[src/hw/rtl/flpa_pkg.sv]
// ----------------------------------------------------------------------------
// Free list pool allocator package
// Shared widths, opcodes, status codes, register indexes and types of the
// chunk pool allocator and its divider.
// ----------------------------------------------------------------------------
`default_nettype none

package flpa_pkg;

   // Field widths fixed by the interface.
   localparam int OPCODE_W = 2;
   localparam int OFFSET_W = 16;
   localparam int FREE_W   = 11;
   localparam int STATUS_W = 2;
   localparam int CSR_IDX_W = 2;
   localparam int CSR_DATA_W = 17;

   // Divider operand width: covers both the buffer length and a byte offset.
   localparam int DIV_W     = 17;
   localparam int DIV_CNT_W = $clog2(DIV_W + 1);

   // Opcodes.
   localparam logic [OPCODE_W-1:0] OP_INIT    = 2'd0;
   localparam logic [OPCODE_W-1:0] OP_ALLOC   = 2'd1;
   localparam logic [OPCODE_W-1:0] OP_RELEASE = 2'd2;

   // Status codes.
   localparam logic [STATUS_W-1:0] STATUS_OK    = 2'd0;
   localparam logic [STATUS_W-1:0] STATUS_EMPTY = 2'd1;
   localparam logic [STATUS_W-1:0] STATUS_RANGE = 2'd2;
   localparam logic [STATUS_W-1:0] STATUS_NULL  = 2'd3;

   // Configuration register indexes.
   localparam logic [CSR_IDX_W-1:0] CSR_BUFFER_LENGTH = 2'd0;
   localparam logic [CSR_IDX_W-1:0] CSR_CHUNK_BYTES   = 2'd1;

   // Configuration reset values.
   localparam logic [CSR_DATA_W-1:0] BUFFER_LENGTH_RST = 17'h10000;
   localparam logic [CSR_DATA_W-1:0] CHUNK_BYTES_RST   = 17'd64;

   typedef enum logic [2:0] {
      ST_IDLE,
      ST_DIV,
      ST_FILL,
      ST_ALLOC_RD,
      ST_FINISH
   } state_type;

   typedef struct packed {
      logic             start;
      logic [DIV_W-1:0] dividend;
      logic [DIV_W-1:0] divisor;
   } div_req_type;

   typedef struct packed {
      logic             done;
      logic [DIV_W-1:0] quotient;
   } div_rsp_type;

endpackage

`default_nettype wire

[src/hw/rtl/flpa_div.sv]
// ----------------------------------------------------------------------------
// Pool allocator divider
// Restoring unsigned divider, one quotient bit per cycle. The caller never
// starts it with a zero divisor.
// ----------------------------------------------------------------------------
`default_nettype none

module flpa_div (
   input  wire                       clock,
   input  wire                       reset,
   input  flpa_pkg::div_req_type     div_req,
   output flpa_pkg::div_rsp_type     div_rsp
);

   localparam int DW = flpa_pkg::DIV_W;
   localparam int CW = flpa_pkg::DIV_CNT_W;

   logic          busy_ff, busy_in;
   logic          done_ff, done_in;
   logic [CW-1:0] cnt_ff,  cnt_in;
   logic [DW-1:0] quo_ff,  quo_in;
   logic [DW-1:0] rem_ff,  rem_in;
   logic [DW-1:0] dvs_ff,  dvs_in;

   logic [DW:0]   rem_sh;
   logic [DW:0]   diff;
   logic          fits;

   // The dividend shifts out of the top of quo_ff while quotient bits enter
   // at the bottom.
   assign rem_sh = {rem_ff, quo_ff[DW-1]};
   assign diff   = rem_sh - {1'b0, dvs_ff};
   assign fits   = !diff[DW];

   always_comb begin
      busy_in = busy_ff;
      done_in = 1'b0;
      cnt_in  = cnt_ff;
      quo_in  = quo_ff;
      rem_in  = rem_ff;
      dvs_in  = dvs_ff;
      if (div_req.start) begin
         busy_in = 1'b1;
         cnt_in  = CW'(DW);
         quo_in  = div_req.dividend;
         rem_in  = '0;
         dvs_in  = div_req.divisor;
      end else if (busy_ff) begin
         quo_in = {quo_ff[DW-2:0], fits};
         rem_in = fits ? diff[DW-1:0] : rem_sh[DW-1:0];
         cnt_in = cnt_ff - CW'(1);
         if (cnt_ff == CW'(1)) begin
            busy_in = 1'b0;
            done_in = 1'b1;
         end
      end
   end

   always_ff @(posedge clock) begin
      if (reset) begin
         busy_ff <= 1'b0;
         done_ff <= 1'b0;
         cnt_ff  <= '0;
      end else begin
         busy_ff <= busy_in;
         done_ff <= done_in;
         cnt_ff  <= cnt_in;
      end
   end

   always_ff @(posedge clock) begin
      quo_ff <= quo_in;
      rem_ff <= rem_in;
      dvs_ff <= dvs_in;
   end

   assign div_rsp.done     = done_ff;
   assign div_rsp.quotient = quo_ff;

endmodule

`default_nettype wire

[config.mk]
export PLATFORM = sky130hd
export DESIGN_NAME = flpa_div
export DESIGN_NICKNAME = d
export VERILOG_FILES = /design/src/hw/rtl/flpa_pkg.sv /design/src/hw/rtl/flpa_div.sv
export SDC_FILE = /design/constraint.sdc
export NUM_CORES = 1
export LEC_CHECK = 0
export ABC_CLOCK_PERIOD_IN_PS = 2500
export BUFFER_PORTS_ARGS = -buffer_cell sky130_fd_sc_hd__buf_2
export CAP_MARGIN = 25
export CORE_MARGIN = 3
export CORE_UTILIZATION = 51
export DETAILED_ROUTE_END_ITERATION = 7
export GPL_TIMING_DRIVEN = 1
export PLACE_DENSITY_LB_ADDON = 0.05
export RECOVER_POWER = 50
export SYNTH_ARGS = -nofsm -noshare
export SYNTH_HDL_FRONTEND = slang
export SYNTH_SLANG_ARGS = --single-unit
[constraint.sdc]
create_clock -name clock -period 2.5 [get_ports clock]
set_input_delay 0.5 -clock clock [delete_from_list [all_inputs] [get_ports clock]]
set_output_delay 0.5 -clock clock [all_outputs]
set_load 0.02 [all_outputs]
==> key figures, run 1 <==
STA
  – Final Cycle Share: 98.9%
  – Maximum clock rate: 405 MHz
  – Hold Slack: 0.336 ns
  – Fin. Hold Viols: 0
  – Final Max Tran Viols: 0
  – RSZ-0062 raised after global routing: true
  – Slew headroom: 55.2%
  – Worst setup margin: 0.0283 ns
  – Clk_skew: 0.00498 ns
  – Setup-failing EPs final: 0
  – Setup TNS: 0 ns
  – Actual slew at the worst max-slew pin: 0.672 ns
  – Final min period: 2.47 ns

Setup path
  – CP max FO: 3
  – Crit path DAT: 2.73 ns
  – Critical R2R Launch: dvs_ff[0]
  – Crit end category: flip-flop
  – CP required: 2.76 ns
  – CP startpoint kind: flip-flop
  – R2r setup slk: 0.03 ns
  – Critical R2R Capture: rem_ff[10]
  – Worst R2R Path Depth: 10
  – Critical path class: reg2reg

Cells and area
  – Area grow syn2layout: 21.0%
  – Final std cells w/o fill: 451
  – Inserted Diodes: 0
  – Design area: 3970 um^2
  – Proportion of layout cells with a drive suffix above 1: 31.9%
  – Most frequent cells in the layout: buf_2, edfxtp_1, nor2_1
  – Most common cell after layout, fill and taps aside: buf_2
  – NumNets Final: 428

Synth
  – Main area contributors after synthesis: edfxtp_1, dfxtp_1, ha_1
  – Syn Area/Cell: 10.8 um^2
  – Flops & latches, synth: 58
  – Leading area contributor after synthesis: edfxtp_1
  – Sequential area share after synthesis: 45.8%
  – Yosys warnings: 0
  – Ys async rst share: 0%
  – Cells after Synth: 305
  – Synth cell types: 59
  – Post-Syn Area: 3280 um^2
  – Ys flop type: edfxtp_1
  – Synth top area share: 31.1%
  – Post-Syn Nets: 362
  – Number of flops mapped to enable cells by yosys: 34

Flow run
  – Max_cap viols: 0

CTS
  – Root buffer cell: clkbuf_8
  – Clk buf depth: 2
  – Clock latency on the worst-skew pair: 0.34 ns
  – CTS hold repair buffers: 0
  – Clock-pin slew of the registers on the worst-case setup and hold paths: 0.07 ns
  – Max H-tree Level: 3
  – CTS Buf Count: 9
  – Clk sinks: 58
  – CTS tree: built

Floorplan
  – Die width: 86.2 um
  – I/O pins: 55
  – Starting Density: 54.1%
  – Num rows: 28
  – Core area: 6060 um^2
  – Chip Height: 86.2 um
  – Full die area: 7430 um^2

Global routing
  – Initial antenna violation count: 0
  – Gr ovfl total: 0
  – Global Route Usage Sum: 19.0%
  – Vias in the first global route: 2,361
  – First-pass GRT wire length: 11.1 mm
  – Pin count of the biggest net entering global routing: 41

Place
  – Place WS: 0.0163 ns
  – Post-Place Cells: 432
  – Placed instance area: 3670 um^2
  – I/O Buffers: 54
  – DPL Wire Length: 4.67 mm
  – Gp weighted congestion: 0.873

Route
  – DR WL/cell: 15.0 um
  – Final wirelength: 6.76 mm
  – DRT antenna net count: 0
  – Drt first pass iters: 4
  – Residual DRC: 0
  – Avg Vias per Cell: 5.51
  – Vias: 2,483
  – 1st-iter DRT viols: 171

Min path
  – Worst hold endpoint: dvs_ff[16]
  – Hold depth: 1
  – Worst min path class: in2reg
  – Beginning of the worst hold path: div_req[16]

Run status
  – Status: completed

Pwr
  – Leakage: 1.65 nW
  – VDD IR max: 0.431 mV
  – Total power density per cell area: 702 nW/um^2
==> timing repair <==
action | 4_1_cts | 5_1_grt
pin swaps | 0 | 7
cloned | 0 | 0
setup buffers | 0 | 3
gates resized for setup | 1 | 16
endpoints found under the setup margin | 1 | 17
==> registers in the layout, indices dropped and copies added (netlist names) <==
register and flops:
dvs_ff 17, quo_ff 17, rem_ff 17, cnt_ff 5, busy_ff 1, done_ff 1
==> layer usage <==
layer	up-vias	share of wire (%)	track usage, %
li1	1242	-	-
met1	1163	46	25.9
met2	61	47	29.1
met3	17	4.1	3.90
met4	0	2.1	8.78
met5	-	0	0
==> critical path, stage by stage, from the launching register on <==
cell,delay [ns]
edfxtp_1,0.41
ha_4,0.19
fa_2,0.42
nor2b_4,0.13
o2111a_1,0.20
o31a_1,0.25
buf_6,0.14
a41oi_2,0.13
xnor2_1,0.24
mux2i_2,0.11
a211oi_2,0.18
==> layout make-up <==
type,instances,area (um^2)
fillers,495,2090
clock buffers,10,128
flip-flops and latches,58,1500
multi-input cells,210,1680
well taps,75,93.8
clock inverters,6,81.3
inverters,23,86.3
repair buffers,69,398
==> Yosys cell counts, types with 4 or more instances <==
library cell,n
edfxtp_1,34
mux2_2,17
inv_1,23
nor3_1,5
dfxtp_1,24
xor2_1,6
a21oi_1,15
ha_1,19
a211oi_1,11
xnor2_1,9
nor2b_1,4
o21ai_0,7
mux2i_1,12
nand2_1,18
clkbuf_1,7
nand3_1,5
nor2_1,29
==> cells by family (layout without fill, tap and decap cells) <==
family / count (synthesis) / in the layout / synth area share (%)
compound gates: 62 / 62 / 13.9
xor+xnor: 16 / 16 / 4.84
fa+ha+maj: 20 / 20 / 7.86
buf+inv: 37 / 108 / 5.07
flops: 58 / 58 / 45.8
mux: 30 / 30 / 9.84
simple gates: 82 / 82 / 12.7
==> metrics by stage <==
| stage | power [mW] | util (%) |
|---|---|---|
| floorplan | 1.65 | - |
| global placement | 1.82 | 60.5 |
| detailed placement | 1.83 | 60.5 |
| CTS | 2.77 | 64.0 |
| global route | 2.94 | 65.5 |
| finish | 2.79 | 65.5 |
==> power breakdown <==
part           leakage [nW]  switching (mW)  total [mW]  internal (mW)
Clock                 0.104           0.371       0.925          0.554
Combinational          1.01           0.384       0.706          0.322
Sequential            0.535          0.0489        1.16           1.11
Total                  1.65           0.804        2.79           1.98
==> worst max path at each step <==
| stage | from | slack (ns) | depth (start not counted) | endpoint |
|---|---|---|---|---|
| 3_5_place_dp | quo_ff[16] | 0.02 | 10 | rem_ff[16] |
| 3_3_place_gp | quo_ff[16] | 0.07 | 10 | rem_ff[16] |
| 5_1_grt | quo_ff[16] | -0.06 | 11 | rem_ff[14] |
| 4_1_cts | quo_ff[16] | 0.007 | 11 | rem_ff[10] |
| 2_1_floorplan | quo_ff[16] | 0.0007 | 10 | rem_ff[16] |
| 6_report | dvs_ff[0] | 0.03 | 10 | rem_ff[10] |
Note: power is estimated with default switching activity, not from simulation.
==> run 2, diff against run 1 <==
==> constraint.sdc (replaced) <==
create_clock -name clock -period 2.5 [get_ports clock]
set_input_delay 0.25 -clock clock [delete_from_list [all_inputs] [get_ports clock]]
set_output_delay 0.25 -clock clock [all_outputs]
set_load 0.02 [all_outputs]
==> key figures, run 2 (synthesized netlist as in run 1, its figures left out) <==
Route
  – 1st-iter DRT viols: 118
  – DR WL/cell: 14.9 um
  – Vias: 2,451
  – Final wirelength: 6.69 mm
  – Drt first pass iters: 4
  – DRT antenna net count: 0
  – Avg Vias per Cell: 5.47
  – Residual DRC: 0

STA
  – RSZ-0062 raised after global routing: true
  – Final Cycle Share: 97.1%
  – Slew headroom: 53.6%
  – Fin. Hold Viols: 0
  – Final Max Tran Viols: 0
  – Setup-failing EPs final: 0
  – Clk_skew: 0.00758 ns
  – Actual slew at the worst max-slew pin: 0.695 ns
  – Hold Slack: 0.0869 ns
  – Maximum clock rate: 412 MHz
  – Final min period: 2.43 ns

Cells and area
  – NumNets Final: 425
  – Area grow syn2layout: 20.1%
  – Biggest regs: dvs_ff x17, quo_ff x17, rem_ff x17
  – Final std cells w/o fill: 448
  – Most common cell after layout, fill and taps aside: buf_2
  – Proportion of layout cells with a drive suffix above 1: 32.7%
  – Most frequent cells in the layout: buf_2, edfxtp_1, nor2_1
  – Inserted Diodes: 0
  – Post-layout utilization of the core: 65.0%
  – Design area: 3940 um^2

CTS
  – Root buffer cell: clkbuf_8
  – Clock-pin slew of the registers on the worst-case setup and hold paths: 0.07 ns
  – CTS hold repair buffers: 0
  – Max H-tree Level: 3
  – Clk sinks: 58
  – CTS Buf Count: 9
  – CTS tree: built
  – Clock latency on the worst-skew pair: 0.34 ns
  – Clk buf depth: 2

Pwr
  – Sw power: 0.804 mW
  – Part of the power in registers: 43.0%
  – Switching Fraction: 30.0%
  – Pint: 1.88 mW
  – VDD IR max: 0.459 mV
  – Clock power frac: 30.9%
  – Logic pwr share: 26.0%
  – Leakage: 1.63 nW
  – Pwr Total: 2.68 mW
  – Total power density per cell area: 680 nW/um^2

Global routing
  – Pin count of the biggest net entering global routing: 59
  – Global Route Usage Sum: 18.6%
  – Initial antenna violation count: 0
  – Vias in the first global route: 2,397
  – Gr ovfl total: 0
  – First-pass GRT wire length: 10.9 mm

Floorplan
  – Starting Density: 54.1%
  – Full die area: 7430 um^2
  – I/O pins: 55
  – Core area: 6060 um^2
  – Die width: 86.2 um
  – Chip Height: 86.2 um
  – Num rows: 28

Place
  – DPL Wire Length: 4.65 mm
  – Gp weighted congestion: 0.861
  – I/O Buffers: 54
  – Post-Place Cells: 431
  – Placed instance area: 3660 um^2

Run status
  – Status: completed

Setup path
  – CP required: 2.75 ns
  – Buffers & Inverters on Critical Path: 1
  – Critical Path Slowest Stage Cell: mux2_1
  – Worst path cell trace: inv_1 > ha_2 > and4_4 > a21boi_4 > nand4b_2 > a31o_4 > xor2_4 > mux2_1 > a211oi_2
  – CP startpoint kind: flip-flop
  – Crit path DAT: 2.68 ns
  – Crit path largest cell delay: 0.37 ns
  – CP delay by family, top: compound AO/OA/AOI/OAI gates
  – Critical path class: reg2reg
  – Crit end category: flip-flop
  – CP max FO: 6

Flow run
  – Max_cap viols: 0

Min path
  – Worst min path class: in2reg
-- run 2: what timing repair did --
item / CTS / global route
setup buffers: 0 / 1
resized for setup: 0 / 19
setup endpoints to repair: 0 / 18
-- run 2: power by group through the flow --
stage	logic (mW)	clock network, mW	registers (mW)
after floorplan	0.450	0	1.20
after global placement	0.655	0	1.17
after detailed placement	0.661	0	1.17
after CTS	0.666	0.846	1.15
after global routing	0.770	0.885	1.17
final	0.698	0.829	1.15
-- run 2: cell type report --
cell class | instances | area (um^2)
Inverter | 23 | 86.3
Fill cell | 509 | 2120
Clock buffer | 10 | 128
Multi-Input combinational cell | 210 | 1690
Timing Repair Buffer | 66 | 380
Clock inverter | 6 | 57.6
Tap cell | 75 | 93.8
Sequential cell | 58 | 1500
-- run 2: worst reg2reg max path: stages (launching register included) --
cell and delay (ns):
edfxtp_1 0.36, inv_1 0.06, ha_2 0.31, and4_4 0.21, a21boi_4 0.16, nand4b_2 0.15
a31o_4 0.28, xor2_4 0.22, mux2_1 0.37, a211oi_2 0.22
-- run 2: worst paths after layout --
| kind | start | to | cells after the start | slack [ns] |
|---|---|---|---|---|
| max reg2reg | dvs_ff[5] | rem_ff[0] | 9 | 0.07 |
| max | dvs_ff[5] | rem_ff[0] | 9 | 0.07 |
| min | div_req[4] | dvs_ff[4] | 1 | 0.09 |
| min reg2reg | rem_ff[8] | rem_ff[8] | 2 | 0.50 |
-- run 2: metal layers --
layer  GRT usage, %  up-vias  share of wire, %
met5              0        -                 0
met4           6.23        0               1.1
met2           28.5       56                46
met1           25.1     1147                48
li1               -     1241                 -
met3           5.61        7               4.8
-- run 2: through the flow --
| step | worst slack [ns] | setup TNS [ns] |
|---|---|---|
| after CTS | 0.0116 | 0 |
| after floorplan | 0.000739 | 0 |
| final | 0.0717 | 0 |
| after global routing | -0.0340 | -0.0536 |
| after detailed placement | 0.0286 | 0 |
| after global placement | 0.0589 | 0 |
